`src/hdl/mpo_pkg.sv`:
```
// Shared codes, constants and the noise step of the multiwave phase oscillator.
package mpo_pkg;

	// Wave type codes held in the wave_type register.
	localparam logic [2:0] WAVE_RAMP_UP   = 3'd0;
	localparam logic [2:0] WAVE_RAMP_DOWN = 3'd1;
	localparam logic [2:0] WAVE_SQUARE    = 3'd2;
	localparam logic [2:0] WAVE_TRIANGLE  = 3'd3;
	localparam logic [2:0] WAVE_SH        = 3'd4;

	// Configuration register indexes.
	localparam logic REG_WAVE_TYPE = 1'b0;
	localparam logic REG_FREQ_WORD = 1'b1;

	localparam int WAVE_W   = 3;
	localparam int FREQ_W   = 24;
	localparam int SAMPLE_W = 12;

	localparam logic [31:0] NOISE_SEED = 32'hDEADBEEF;

	// One xorshift32 step.
	function automatic logic [31:0] xorshift32(input logic [31:0] x);
		logic [31:0] a;
		logic [31:0] b;
		a = x ^ (x << 13);
		b = a ^ (a >> 17);
		return b ^ (b << 5);
	endfunction

endpackage

```
`src/hdl/mpo_wave.sv`:
```
// Waveform shaper: maps a phase and a wave type to a saw, square or triangle sample.
module mpo_wave #(
	parameter int PHASE_BITS = 24,
	parameter int LEVEL_BITS = 12
) (
	input  logic [PHASE_BITS-1:0]       phase,
	input  logic [mpo_pkg::WAVE_W-1:0]  wave_type,
	output logic [LEVEL_BITS-1:0]       value
);

	logic [31:0]           aligned;
	logic [31:0]           folded;
	logic [LEVEL_BITS-1:0] saw;
	logic [LEVEL_BITS-1:0] tri_v;

	// Left-align the phase in a 32-bit word.
	assign aligned = {phase, {(32-PHASE_BITS){1'b0}}};
	assign saw     = aligned[31 -: LEVEL_BITS];
	// Fold about the MSB.
	assign folded  = aligned[31] ? ~aligned : aligned;
	assign tri_v   = folded[30 -: LEVEL_BITS];

	always_comb begin
		case (wave_type)
			mpo_pkg::WAVE_RAMP_DOWN: value = ~saw;
			mpo_pkg::WAVE_SQUARE:    value = {LEVEL_BITS{aligned[31]}};
			mpo_pkg::WAVE_TRIANGLE:  value = tri_v;
			default:                 value = saw;
		endcase
	end

endmodule

```
`src/hdl/multiwave_phase_oscillator.sv`:
```
// Top level of the multiwave phase oscillator: phase accumulator, noise S&H, result register.
//
//  channel | direction | signals                                  | payload
//  --------+-----------+------------------------------------------+------------------------------
//  s_      | in        | s_tvalid s_tready s_tdata[7:0]           | tick
//  m_      | out       | m_tvalid m_tready m_tdata[15:0]          | sample
//  cfg_    | in        | cfg_valid cfg_ready cfg_index cfg_data   | wave_type (0), freq_word (1)
//
// One beat in, one beat out; a sample appears in the cycle after its tick beat is taken,
// and a new beat is accepted every cycle while the result register drains. The whole step
// (waveform shaping, one xorshift step, one accumulator add) sits between the state
// registers and the single result register. s_tready drops only while a result waits
// on m_tready. Configuration writes are always taken. Reset clears phase, held sample and
// previous phase, loads the noise generator with its seed and empties the result register.
module multiwave_phase_oscillator #(
	parameter int PHASE_BITS = 24,
	parameter int LEVEL_BITS = 12
) (
	input  logic        clk,
	input  logic        arst_n,
	// input stream
	input  logic        s_tvalid,
	output logic        s_tready,
	input  logic [7:0]  s_tdata,   // [0] tick, [7:1] zero
	// output stream
	output logic        m_tvalid,
	input  logic        m_tready,
	output logic [15:0] m_tdata,   // [11:0] sample, [15:12] zero
	// configuration writes
	input  logic        cfg_valid,
	output logic        cfg_ready,
	input  logic        cfg_index,
	input  logic [23:0] cfg_data
);

	logic [mpo_pkg::WAVE_W-1:0] wave_type_q;
	logic [mpo_pkg::FREQ_W-1:0] freq_word_q;
	logic [PHASE_BITS-1:0]      phase_q;
	logic [PHASE_BITS-1:0]      prev_phase_q;
	logic [LEVEL_BITS-1:0]      held_q;
	logic [31:0]                noise_q;

	logic                       out_valid_q;
	logic [mpo_pkg::SAMPLE_W-1:0] out_sample_q;

	logic                       in_beat;
	logic                       tick;
	logic                       is_sh;
	logic                       wrapped;
	logic [31:0]                noise_next;
	logic [LEVEL_BITS-1:0]      plain;
	logic [LEVEL_BITS-1:0]      held_next;
	logic [LEVEL_BITS-1:0]      result;
	logic [31:0]                freq_ext;
	logic [31:0]                result_ext;

	assign cfg_ready = 1'b1;
	// Take a new beat whenever the result register is empty or draining.
	assign s_tready  = !out_valid_q || m_tready;
	assign in_beat   = s_tvalid && s_tready;
	assign tick      = s_tdata[0];
	assign is_sh     = (wave_type_q == mpo_pkg::WAVE_SH);

	mpo_wave #(
		.PHASE_BITS(PHASE_BITS),
		.LEVEL_BITS(LEVEL_BITS)
	) u_wave (
		.phase    (phase_q),
		.wave_type(wave_type_q),
		.value    (plain)
	);

	// A wrap shows up as the phase falling below the one seen at the last S&H tick.
	assign wrapped    = phase_q < prev_phase_q;
	assign noise_next = mpo_pkg::xorshift32(noise_q);

	always_comb begin
		held_next = held_q;
		if (tick) begin
			if (is_sh) begin
				if (wrapped) begin
					held_next = noise_next[LEVEL_BITS-1:0];
				end
			end else begin
				held_next = plain;
			end
		end
	end

	// S&H reports the (possibly refreshed) held sample, other waves the shaped one.
	assign result     = is_sh ? held_next : plain;
	assign result_ext = 32'(result);
	assign freq_ext   = 32'(freq_word_q);

	// Configuration registers.
	always_ff @(posedge clk or negedge arst_n) begin
		if (!arst_n) begin
			wave_type_q <= mpo_pkg::WAVE_RAMP_UP;
			freq_word_q <= '0;
		end else if (cfg_valid && cfg_ready) begin
			unique case (cfg_index)
				mpo_pkg::REG_WAVE_TYPE: wave_type_q <= cfg_data[mpo_pkg::WAVE_W-1:0];
				mpo_pkg::REG_FREQ_WORD: freq_word_q <= cfg_data;
				default: ;
			endcase
		end
	end

	// Oscillator state: advance only on a tick beat.
	always_ff @(posedge clk or negedge arst_n) begin
		if (!arst_n) begin
			phase_q      <= '0;
			prev_phase_q <= '0;
			held_q       <= '0;
			noise_q      <= mpo_pkg::NOISE_SEED;
		end else if (in_beat && tick) begin
			phase_q <= phase_q + freq_ext[PHASE_BITS-1:0];
			held_q  <= held_next;
			if (is_sh) begin
				prev_phase_q <= phase_q;
				if (wrapped) begin
					noise_q <= noise_next;
				end
			end
		end
	end

	// Result register.
	always_ff @(posedge clk or negedge arst_n) begin
		if (!arst_n) begin
			out_valid_q <= 1'b0;
		end else if (in_beat) begin
			out_valid_q <= 1'b1;
		end else if (m_tready) begin
			out_valid_q <= 1'b0;
		end
	end

	always_ff @(posedge clk) begin
		if (in_beat) begin
			out_sample_q <= result_ext[mpo_pkg::SAMPLE_W-1:0];
		end
	end

	assign m_tvalid = out_valid_q;
	assign m_tdata  = {4'b0000, out_sample_q};

endmodule

```
`config.mk`:
```
export PLATFORM = sky130hd
export DESIGN_NAME = multiwave_phase_oscillator
export DESIGN_NICKNAME = d
export VERILOG_FILES = /design/src/hdl/mpo_pkg.sv /design/src/hdl/mpo_wave.sv /design/src/hdl/multiwave_phase_oscillator.sv
export SDC_FILE = /design/constraint.sdc
export NUM_CORES = 1
export LEC_CHECK = 0
export BUFFER_PORTS_ARGS = -buffer_cell sky130_fd_sc_hd__buf_4
export CORE_ASPECT_RATIO = 1.4
export CORE_MARGIN = 3
export CORE_UTILIZATION = 66
export CTS_CLUSTER_SIZE = 40
export DETAILED_ROUTE_END_ITERATION = 6
export GPL_TIMING_DRIVEN = 0
export PLACE_DENSITY = 0.93
export SLEW_MARGIN = 20
export SYNTH_ARGS = -nofsm -noshare
export SYNTH_HDL_FRONTEND = slang
export SYNTH_SLANG_ARGS = --single-unit
```
`constraint.sdc`:
```
create_clock -name clk -period 6.5 [get_ports clk]
set_input_delay 1.3 -clock clk [delete_from_list [all_inputs] [get_ports clk]]
set_output_delay 1.3 -clock clk [all_outputs]
set_load 0.01 [all_outputs]
```
Word level (Yosys, flattened, before mapping)
Index checks and enable logic that the tools add are counted.

cells by class
  add/sub/neg operators = 1
  multiply operators = 0
  divide/modulo/power cells = 0
  order comparisons = 1
  equal/unequal tests = 4
  shift-type cells = 0
  mux-type cells = 8
  bitwise logic cells = 6
  reductions and logical operators = 9

operators by type and width
  kind                  count
  $xor A32 B32 Y32      2
  $mux W12              4
  $pmux W12 S3          1
  $xor A32 B15 Y32      1
  $mux W31              1
  $not A31 Y31          1
  $add A24 B24 Y24      1
  $lt A24 B24 Y1        1
  $not A12 Y12          1
  $eq A3 B2 Y1 const B  2
  $reduce_and A2 Y1     3
  $eq A3 B1 Y1 const B  1
  $eq A3 B3 Y1 const B  1
  $reduce_and A3 Y1     1
  $logic_and A1 B1 Y1   2
  $mux W1               2
  $reduce_bool A2 Y1    1
  $logic_not A1 Y1      1
  $logic_or A1 B1 Y1    1
  $not A1 Y1            1

storage, ports and cells
  flip-flop bits (word level) = 132
  latch bits = 0
  memory bits (writable) = 0
  bits in read-only memories = 0
  bits of input ports = 38
  output and inout bits = 19
  logic and storage cells = 37
  memories kept = 0

Depth between registers and ports, before layout
Gate-level depths: netlist of the first run.

  word-level depth = 7
  depth in mapped cells = 11
  depth with buffers taken out = 9

Hierarchy
From an unflattened synthesis of the first run, not the netlist that was laid out.

second synthesis, totals
  cells, all modules = 782
  area, all modules = 7932.6 um^2

modules (own cells, without submodules)
  module                      instances  cells an instance  area an instance (um^2)  sequential area each (um^2)
  multiwave_phase_oscillator  1          714                7439.6                   3393.3
  mpo_wave                    1          68                 493.0                    0.0

Worst setup path before layout of the first run
Ideal clock, no wire load.

  kind = input port to flip-flop
  start = input port m_tready
  end = register noise_q[14]
  arrival time = 2.901 ns
  data required time = 6.372 ns
  path slack = 3.471 ns
  cell stages on the path = 7
  path buffers = 1
  path through = nand2b_1 > and2_1 > nand2_1 > nor2_4 > nand2_1 > buf_2 > mux2_1

between the ends
  cells in the longest elaborated chain, start to end = 4

RTL lines
  element                             RTL line                           text
  from (decl)                         multiwave_phase_oscillator.sv:27   input logic m_tready,
  $logic_or A1 B1 Y1                  multiwave_phase_oscillator.sv:59   assign s_tready = !out_valid_q || m_tready;
  $logic_and A1 B1 Y1                 multiwave_phase_oscillator.sv:60   assign in_beat = s_tvalid && s_tready;
  via in_beat                         multiwave_phase_oscillator.sv:46   logic in_beat;
  $logic_and A1 B1 Y1                 multiwave_phase_oscillator.sv:116  end else if (in_beat && tick) begin
  $reduce_and A3 Y1 (no source line)  n/a
  to (signal assigned)                multiwave_phase_oscillator.sv:115  noise_q <= mpo_pkg::NOISE_SEED;
  to (signal assigned)                multiwave_phase_oscillator.sv:122  noise_q <= noise_next;
  to (decl)                           multiwave_phase_oscillator.sv:41   logic [31:0] noise_q;

The timed path passes the listed nets, and every way through them passes these cells.
A chain may end at the register's enable or synchronous reset.

Final worst setup path of the first run
  start = input port m_tready
  end = register noise_q[18]

Same word-level chain as after synthesis.

==> run_results.csv, run 1 <==
group,metric,value,unit
global_route,grt_pass1_vias,6678,
yosys,yosysMostFrequentCell,"dfrtp_1",
global_route,gr-usage-met1,33.7,%
yosys,synth_cells,824,
worst_setup_path,cp_max_fo,13,
timing,fin_tns_setup,0,ns
global_route,grt_pass1_wl,32300,um
power_and_ir_drop,pwr_density_cell,517,mW/mm^2
worst_hold_path,worstHoldPathType,"flip-flop to flip-flop",
worst_setup_path,start_kind,"input port",
clock_tree,insertion_delay,0.43,ns
yosys,synth_top_area_share,30.1,%
finish,area_growth,14.1,%
timing,finalSetupViolations,0,
place,place_hpwl,13900,um
worst_setup_path,crit_required,6.83,ns
timing,fmax,295,MHz
finish,nets,976,
worst_setup_path,timing.rr.end,"phase_q[22]",
yosys,synth-async-reset-ratio,90.9,%
worst_setup_path,crit_type,"input port to flip-flop",
die,fp.coreArea,0.0116,sq mm
worst_hold_path,worstHoldEndpoint,"prev_phase_q[0]",
clock_tree,clk_path_buf_depth,2,
yosys,syn_area,0.00799,sq mm
worst_setup_path,r2r_setup_slack,3.51,ns
worst_setup_path,critPathCaptureType,"flip-flop",
yosys,synth-edff-count,12,
route,drtIter0Drc,676,
die,ios,57,
timing,slew_viol_final,0,
clock_tree,clk_pin_slew,0.05,ns
power_and_ir_drop,peakVddDrop,0.279,mV
die,die_x,99,um
global_route,grt_util_met3,5.08,%
yosys,synth.distinct_cells,62,
worst_setup_path,critPathSlowestCell,"and2_1",
timing,tightest_slew,0.728,ns
timing,max_slew_margin,51.2,%
route,first_pass_iters,7,
timing,finClkSkew,0.0113,ns
global_route,grt-busiest-layer,"met2",
yosys,yosys-top-cells-area,"dfrtp_1 (30%), dfstp_2 (7.9%), ha_1 (7.2%), xnor2_1 (6.9%), edfxtp_1 (4.5%)",
timing,period_needed,3.39,ns
place,place_area,0.00854,sq mm
clock_tree,post-cts-setup-buffer-count,0,
die,dieArea,0.0135,sq mm
die,die_h,136,um
job,maxCapViolCount,0,
yosys,synth-seq-cells,132,
route,routed_wl,19800,um
worst_setup_path,max_stage_delay,0.61,ns
yosys,synthTopCellsByCount,"dfrtp_1 (96), nand2_1 (95), xnor2_1 (63)",
finish,drive_above_1_share,16.3,%
place,io_buffers,44,
route,drc_errors,0,
power_and_ir_drop,power_leakage,0.00399,uW
clock_tree,cts.repair.resized,0,
route,ant_nets,0,
clock_tree,postCtsHoldBufs,0,
clock_tree,cts_tree,"yes",
timing,rsz0062_at_grt,"no",
die,initial_core_util,69.1,%
finish,multi_input_area,0.00427,sq mm
finish,diodes,0,
clock_tree,numCtsBuffers,17,
route,viasPerCell,6.36,
route,dr_total_vias,6667,
die,rows,46,
yosys,synthFlopType,"dfrtp_1",
global_route,use_met2,53.8,%
finish,seqCellArea,0.00339,sq mm
yosys,yosys_warnings,0,
finish,final_util,78.8,%
timing,holdWs,0.490,ns
finish,design_area,0.00911,sq mm
finish,n_fill_cell,692,
worst_setup_path,critPathArrivalTime,3.71,ns
global_route,grt.total_usage,30.6,%
clock_tree,cts-root-buf,"clkbuf_16",
timing,post-route-period-util,52.1,%
outcome,status,"completed",
route,drt-wirelength-per-cell,18.9,um
global_route,grt_max_degree,84,
global_route,gr-total-overflow,0,
global_route,antenna_found_initial,0,
worst_setup_path,crit_chain,"buf_4 > nand2b_1 > and2_1 > nand2_1 > nor2_4 > buf_1 > nand3_1 > xnor2_1",
worst_hold_path,holdPathStages,1,
timing,hold_viol_final,0,
clock_tree,cts.sinks,132,
place,gp_congestion,0.985,
yosys,avgSynthCellArea,9.70,sq um
worst_setup_path,ff2ff_path_depth,9,
worst_hold_path,hold_path_startpoint,"prev_phase_q[0]",
worst_setup_path,rr_startpoint,"phase_q[0]",
clock_tree,htreeDepth,4,
yosys,yosys.area.top_type,"dfrtp_1",
yosys,ys_seq_area_share,42.5,%
[critical path: cells and delay by family]
family	cells	cell delay, ns
xor gates and xnor gates	1	0.25
buffers and inverters	2	0.52
and+or+nand+nor	5	1.62
[kinds of logic (layout without fill, tap and decap cells)]
group	after synthesis	count (layout)	share of synthesized area, %
muxes	43	43	5.92
adders and majority gates	54	54	8.33
DFF	132	132	42.5
buffers and inverters	80	157	4.29
xor gates and xnor gates	104	104	11.4
other	2	5	0.0940
and+or+nand+nor	178	178	10.2
AOI/OAI and AO/OA	231	231	17.3
[sequential cells by signal, indices dropped and copies added (netlist names)]
| signal | count |
|---|---|
| out_sample_q | 12 |
| phase_q | 24 |
| noise_q | 32 |
| prev_phase_q | 24 |
| wave_type_q | 3 |
| held_q | 12 |
| freq_word_q | 24 |
| m_tvalid | 1 |
[cell usage in the layout, fill, tap and decap left out, types with 25 or more instances in the layout]
master	n
a21oi_1	62
buf_4	50
clkbuf_1	29
dfrtp_1	96
ha_1	46
inv_1	29
mux2_2	25
nand2_1	95
nand3_1	28
o21ai_0	58
o21ai_1	30
xnor2_1	63
xor2_1	41
[through the flow]
stage	setup slack, ns	cells	power, uW
after floorplan	3.47	827	3090
after global placement	2.83	1015	3550
after detailed placement	2.75	1016	3670
after CTS	3.15	1048	4650
after global routing	2.90	1048	5000
final	3.11	1048	4710
[where the power goes]
part / internal (uW) / total, uW / switching, uW
registers: 1160 / 1460 / 302
clock network: 556 / 925 / 369
logic: 959 / 2320 / 1370
total: 2680 / 4710 / 2040
[layout make-up]
class                      count  share of cell area (%)
inverter                      31                    1.28
tap                          144                    1.98
clock inverter                11                    1.10
buffer                        49                    2.48
timing repair buffer          45                    3.97
clock buffer                  21                    5.16
sequential                   132                    37.2
multi-input combinational    615                    46.8
[metal layers]
layer  routed length [um]  vias to the layer above
met5                    0                        -
met1                 7230                     3202
met3                 1290                       90
met2                10200                      348
li1                     -                     3027
met4                 1150                        0
[worst max-delay path by stage]
stage,start,to,slack (ns),cells past startpoint
3_3_place_gp,m_tready,noise_q[29],2.83,8
2_1_floorplan,m_tready,noise_q[14],3.47,7
4_1_cts,m_tready,noise_q[18],3.15,8
6_report,m_tready,noise_q[18],3.11,8
5_1_grt,m_tready,noise_q[18],2.90,8
3_5_place_dp,m_tready,noise_q[18],2.75,8
(Power assumes the default switching activity.)
==> inputs of run 2 (changes only) <==
- ABC_AREA: not set -> 1
- CORE_UTILIZATION: 66 -> 56
- PLACE_DENSITY: 0.93 -> 0.85
- clock period: 6.5 -> 2.9 ns (I/O delays scaled with it)
==> run 2 against run 1 <==
Critical endpoint is now phase_q[21]. Flip-flop and latch count unchanged. Clock skew down 0.0040 ns. First-iteration DRC count down 24%. Via count up 12%.
==> run_results.csv, run 2 <==
group,metric,value,unit
worst_setup_path,crit_type,"flip-flop to flip-flop",
power_and_ir_drop,netSwitchingFraction,44.0,%
timing,finalSetupViolations,0,
worst_setup_path,cp_num_buf_inv,0,
global_route,grt_max_degree,65,
finish,diodes,0,
timing,period_needed,2.41,ns
worst_setup_path,cp_max_fo,5,
global_route,grt_pass1_vias,7580,
clock_tree,clk_path_buf_depth,2,
power_and_ir_drop,power_leakage,0.00482,uW
yosys,avgSynthCellArea,7.85,sq um
worst_setup_path,crit_chain,"ha_1 > nand2_1 > nor2_1 > nand4_1 > o21ai_0 > nand2_1 > nand2_1 > nand2_1 > nand3_1 > o21ai_0",
die,fp.coreArea,0.0151,sq mm
yosys,synthFlopType,"dfrtp_1",
yosys,ys_seq_area_share,39.3,%
clock_tree,cts.repair.resized,0,
finish,largest-register,"noise_q",
worst_setup_path,max_stage_delay,0.53,ns
yosys,yosys.area.top_type,"dfrtp_1",
timing,fin_tns_setup,0,ns
timing,fmax,415,MHz
global_route,grt.total_usage,25.5,%
power_and_ir_drop,power_frac_seq,28.2,%
finish,final_util,65.5,%
power_and_ir_drop,peakVddDrop,0.708,mV
worst_setup_path,critPathArrivalTime,2.70,ns
worst_setup_path,crit_required,3.19,ns
worst_setup_path,crit_family,"simple AND/OR/NAND/NOR gates",
worst_setup_path,start_kind,"flip-flop",
finish,area_growth,14.3,%
die,ios,57,
die,initial_core_util,57.3,%
yosys,yosys_warnings,0,
power_and_ir_drop,clkPwrFrac,19.1,%
timing,post-route-period-util,83.1,%
route,drt-wirelength-per-cell,15.1,um
finish,nets,1252,
place,io_buffers,44,
timing,hold_viol_final,0,
route,routed_wl,20700,um
yosys,synth.distinct_cells,46,
route,ant_nets,0,
yosys,syn_area,0.00863,sq mm
clock_tree,cts_tree,"yes",
clock_tree,post-cts-setup-buffer-count,0,
global_route,gr-total-overflow,0,
power_and_ir_drop,p_int,6530,uW
finish,largest_reg_flops,32,
power_and_ir_drop,switchingPower,5130,uW
finish,final_common_cell,"nand2_1",
yosys,synthTopCellsByCount,"nand2_1 (328), inv_1 (132), dfrtp_1 (96)",
worst_setup_path,critPathSlowestCell,"o21ai_0",
outcome,status,"completed",
route,first_pass_iters,6,
route,viasPerCell,5.46,
finish,n_fill_cell,1199,
clock_tree,clk_pin_slew,0.05,ns
timing,slew_viol_final,0,
clock_tree,cts.sinks,132,
place,place_hpwl,15500,um
worst_setup_path,critPathMostFrequentCell,"nand2_1",
yosys,yosysMostFrequentCell,"nand2_1",
clock_tree,numCtsBuffers,17,
job,maxCapViolCount,0,
power_and_ir_drop,pwr_density_cell,1180,mW/mm^2
die,dieArea,0.0170,sq mm
timing,finClkSkew,0.00730,ns
place,gp_congestion,0.914,
timing,rsz0062_at_grt,"no",
yosys,synth-seq-cells,132,
global_route,antenna_found_initial,0,
clock_tree,postCtsHoldBufs,0,
timing,max_slew_margin,57.9,%
yosys,synth_cells,1100,
route,drc_errors,0,
die,die_x,111,um
yosys,synth_top_area_share,27.8,%
die,die_h,153,um
worst_hold_path,worstHoldPathType,"input port to async pin",
finish,final_cell_mix,"nand2_1 (328), inv_1 (132), dfrtp_1 (96), o21ai_0 (76), nand3_1 (69)",
clock_tree,htreeDepth,4,
worst_setup_path,critPathCaptureType,"flip-flop",
clock_tree,cts-root-buf,"clkbuf_16",
global_route,grt_pass1_wl,35000,um
clock_tree,insertion_delay,0.43,ns
yosys,synth-async-reset-ratio,90.9,%
route,drtIter0Drc,517,
power_and_ir_drop,combPwrFrac,52.7,%
timing,tightest_slew,0.624,ns
finish,drive_above_1_share,16.2,%
die,rows,53,
route,dr_total_vias,7495,
yosys,yosys-top-cells-area,"dfrtp_1 (28%), nand2_1 (14%), dfstp_2 (7.3%), ha_1 (6.7%), inv_1 (5.7%)",
yosys,synth-edff-count,12,
run 2: per-stage QoR:
stage	std cells	hold WS [ns]	setup WS, ns	power, uW	area (sq um)
5_1_grt	1372	0.146	0.296	12600	9860
3_5_place_dp	1340	0.469	0.521	9290	9250
3_3_place_gp	1339	0.465	0.574	9060	9210
6_report	1372	0.114	0.490	11700	9860
2_1_floorplan	1103	0.284	0.901	7830	8640
4_1_cts	1372	0.132	0.490	11600	9860
run 2: layout make-up:
type                    instances  area [sq um]  share of cell area [%]
multi-input cells             792          4480                    45.4
flip-flops and latches        132          3390                    34.4
clock buffers                  25           528                    5.35
inverters                     140           526                    5.33
repair buffers                 45           362                    3.67
plain buffers                  39           246                    2.50
well taps                     192           240                    2.44
clock inverters                 7          90.1                   0.913
run 2: final timing paths:
kind,startpoint,end,slack [ns],depth (start not counted)
hold reg to reg,noise_q[25],noise_q[25],0.48,2
setup reg to reg,phase_q[12],phase_q[21],0.49,10
hold / removal,arst_n,noise_q[17],0.11,1
setup / recovery,phase_q[12],phase_q[21],0.49,10
max in group asynchronous,arst_n,noise_q[0],2.06,2
min in group clk,cfg_data[7],freq_word_q[7],0.38,2
run 2: power by group through the flow:
stage	clock (uW)	sequential [uW]	combinational, uW
after floorplan	0	3130	4700
after global placement	0	3260	5800
after detailed placement	0	3290	5990
after CTS	2250	3280	6100
after global routing	2340	3390	6880
final	2230	3290	6140
run 2: kinds of logic after synthesis:
group           share of synthesized area (%)
buf+inv                                  8.94
simple gates                             22.7
fa+ha+maj                                6.90
mux                                      2.74
flops                                    39.3
other cells                            0.0870
xor+xnor                                 6.19
compound gates                           13.2
run 2: metal layers:
| layer | up-vias | track usage (%) | share of wire [%] |
|---|---|---|---|
| li1 | 3687 | - | - |
| met2 | 225 | 45.6 | 53 |
| met4 | 0 | 12.7 | 4.4 |
| met5 | - | 0 | 0 |
| met3 | 67 | 4.63 | 4.1 |
| met1 | 3516 | 29.2 | 39 |
run 2: worst reg2reg max path: cells and delay by family, from the launching register on:
family / cells / cell delay, ns
AO/OA/AOI/OAI: 2 / 0.62
AND/OR/NAND/NOR: 7 / 0.80
flip-flops: 1 / 0.45
adder cells (fa/ha/maj): 1 / 0.40
==> inputs of run 3 (changes only) <==
- CORE_UTILIZATION: 56 -> 62
- PLACE_DENSITY: 0.85 -> 0.88
- clock period: 2.9 -> 2.4 ns (I/O delays scaled with it)
==> run 3 against run 2 <==
The run now ends with design-rule violations left. Worst hold slack worse by 0.099 ns. Via count up 5.8%. Die area down 9.2%. Clock power up 26%. Routed wire length up 7.5%. Final cell count up 0.15%. Clock-buffer cell count down 6. Power up 27%. Sequential power up 21%. Critical path depth up 3. Critical path type unchanged. Largest cell class unchanged.
==> run_results.csv, run 3 (synthesis results as in run 2) <==
group,metric,value,unit
route,drtIter0Drc,651,
timing,tightest_slew,0.717,ns
place,gp_congestion,0.922,
worst_setup_path,crit_type,"flip-flop to flip-flop",
place,io_buffers,44,
finish,multi_input_area,0.00455,sq mm
route,drc_errors,4,
worst_setup_path,cp_max_fo,10,
worst_setup_path,critPathArrivalTime,2.54,ns
route,drt-wirelength-per-cell,16.2,um
clock_tree,cts_tree,"yes",
outcome,status,"finished with violations",
finish,nets,1264,
clock_tree,insertion_delay,0.42,ns
die,die_h,146,um
die,rows,50,
die,initial_core_util,63.9,%
finish,diodes,0,
timing,finClkSkew,0.00949,ns
finish,largest_reg_flops,32,
finish,instances_no_fill,1374,
worst_setup_path,crit_required,2.56,ns
finish,n_fill_cell,980,
clock_tree,htreeDepth,4,
global_route,gr-usage-met1,33.9,%
global_route,grt.total_usage,29.4,%
global_route,grt_pass1_vias,7764,
timing,hold_viol_final,0,
clock_tree,postCtsHoldBufs,0,
place,dp_cells,1330,
global_route,grt_pass1_wl,36500,um
worst_hold_path,worstHoldPathType,"input port to async pin",
die,fp.coreArea,0.0135,sq mm
timing,fmax,421,MHz
clock_tree,cts-root-buf,"clkbuf_16",
global_route,use_met2,52.1,%
power_and_ir_drop,power_leakage,0.00490,uW
worst_setup_path,start_kind,"flip-flop",
place,place_hpwl,15300,um
job,maxCapViolCount,0,
worst_setup_path,critPathCaptureType,"flip-flop",
clock_tree,clk_path_buf_depth,2,
power_and_ir_drop,pwr_density_cell,1480,mW/mm^2
finish,final_cell_mix,"nand2_1 (324), inv_1 (132), dfrtp_1 (89), o21ai_0 (75), buf_4 (64)",
worst_setup_path,crit_chain,"ha_1 > nand2_1 > nor2_1 > nand4_1 > nor2_1 > nand2_2 > nand2_4 > buf_4 > nand2_1 > nand3_1 > nand2_1 > nand2_1 > nand2_1",
finish,drive_above_1_share,19.1,%
worst_setup_path,ff2ff_path_depth,13,
die,die_x,106,um
route,routed_wl,22300,um
outcome,violations,"design-rule violations",
route,viasPerCell,5.77,
worst_setup_path,cp_num_buf_inv,1,
worst_setup_path,max_stage_delay,0.47,ns
finish,seqCellArea,0.00340,sq mm
global_route,grt-busiest-layer,"met2",
worst_setup_path,crit_family,"simple AND/OR/NAND/NOR gates",
worst_setup_path,critPathMostFrequentCell,"nand2_1",
route,ant_nets,0,
clock_tree,numCtsBuffers,17,
timing,slew_viol_final,0,
global_route,grt_max_degree,66,
place,place_area,0.00923,sq mm
finish,area_growth,16.4,%
finish,largest-register,"noise_q",
timing,fin_tns_setup,0,ns
clock_tree,clk_pin_slew,0.06,ns
route,first_pass_iters,7,
die,ios,57,
worst_setup_path,critPathSlowestCell,"dfrtp_1",
worst_setup_path,r2r_setup_slack,0.03,ns
worst_setup_path,rr_startpoint,"phase_q[14]",
finish,design_area,0.0100,sq mm
route,dr_total_vias,7927,
timing,max_slew_margin,52.2,%
clock_tree,cts.sinks,132,
finish,final_common_cell,"nand2_1",
timing,post-route-period-util,98.9,%
die,dieArea,0.0154,sq mm
timing,finalSetupViolations,0,
global_route,gr-total-overflow,0,
worst_setup_path,timing.rr.end,"out_sample_q[4]",
global_route,antenna_found_initial,0,
timing,period_needed,2.37,ns
global_route,grt_util_met3,4.22,%
power_and_ir_drop,peakVddDrop,0.670,mV
## run 3: changes by cell type in the layout (fill, tap and decap cells not counted), sizes merged
cell and delta:
buf +12, clkbuf -6, inv +1, clkinv +4, clkinvlp -1, bufinv +2
## run 3: worst max-delay path by stage
stage	startpoint	end	slack, ns	cells past startpoint
floorplan	phase_q[15]	out_sample_q[0]	0.40	11
global placement	phase_q[19]	out_sample_q[7]	0.1	14
detailed placement	phase_q[12]	phase_q[17]	0.04	10
CTS	phase_q[5]	out_sample_q[10]	0.02	12
global route	phase_q[14]	out_sample_q[4]	-0.12	13
finish	phase_q[14]	out_sample_q[4]	0.03	13
## run 3: final cells by class
class,count,share of cell area (%)
Clock buffer,19,4.51
Inverter,140,5.23
Clock inverter,13,1.79
Timing Repair Buffer,57,4.53
Multi-Input combinational cell,792,45.2
Buffer,39,2.57
Tap cell,182,2.27
Sequential cell,132,33.9
## run 3: report_power, final
group	internal (uW)	total [uW]	switching (uW)
Clock	1790	2800	1010
Combinational	3150	8060	4910
Sequential	3260	3990	730
## run 3: through the flow
stage	hold WS, ns	utilization (%)	setup WS (ns)	power, uW
after floorplan	0.184	-	0.401	9460
after global placement	0.464	68.1	0.0982	10900
after detailed placement	0.468	68.3	0.0426	11200
after CTS	0.0388	73.0	0.0155	14200
after global routing	0.0496	74.4	-0.123	15900
final	0.0150	74.4	0.0264	14800
## run 3: per-layer routing
layer	part of all wire [%]	routed length (um)
met1	36	8030
met2	52	11500
met3	6.1	1360
met4	6.2	1370
met5	0	0
## run 3: timing repair
action / 4_1_cts / 5_1_grt
gates resized for setup: 2 / 31
gates cloned: 0 / 1
endpoints found under the setup margin: 4 / 52
hold endpoints to repair: 0 / 0
buffers inserted: 0 / 11
pin swaps: 0 / 2
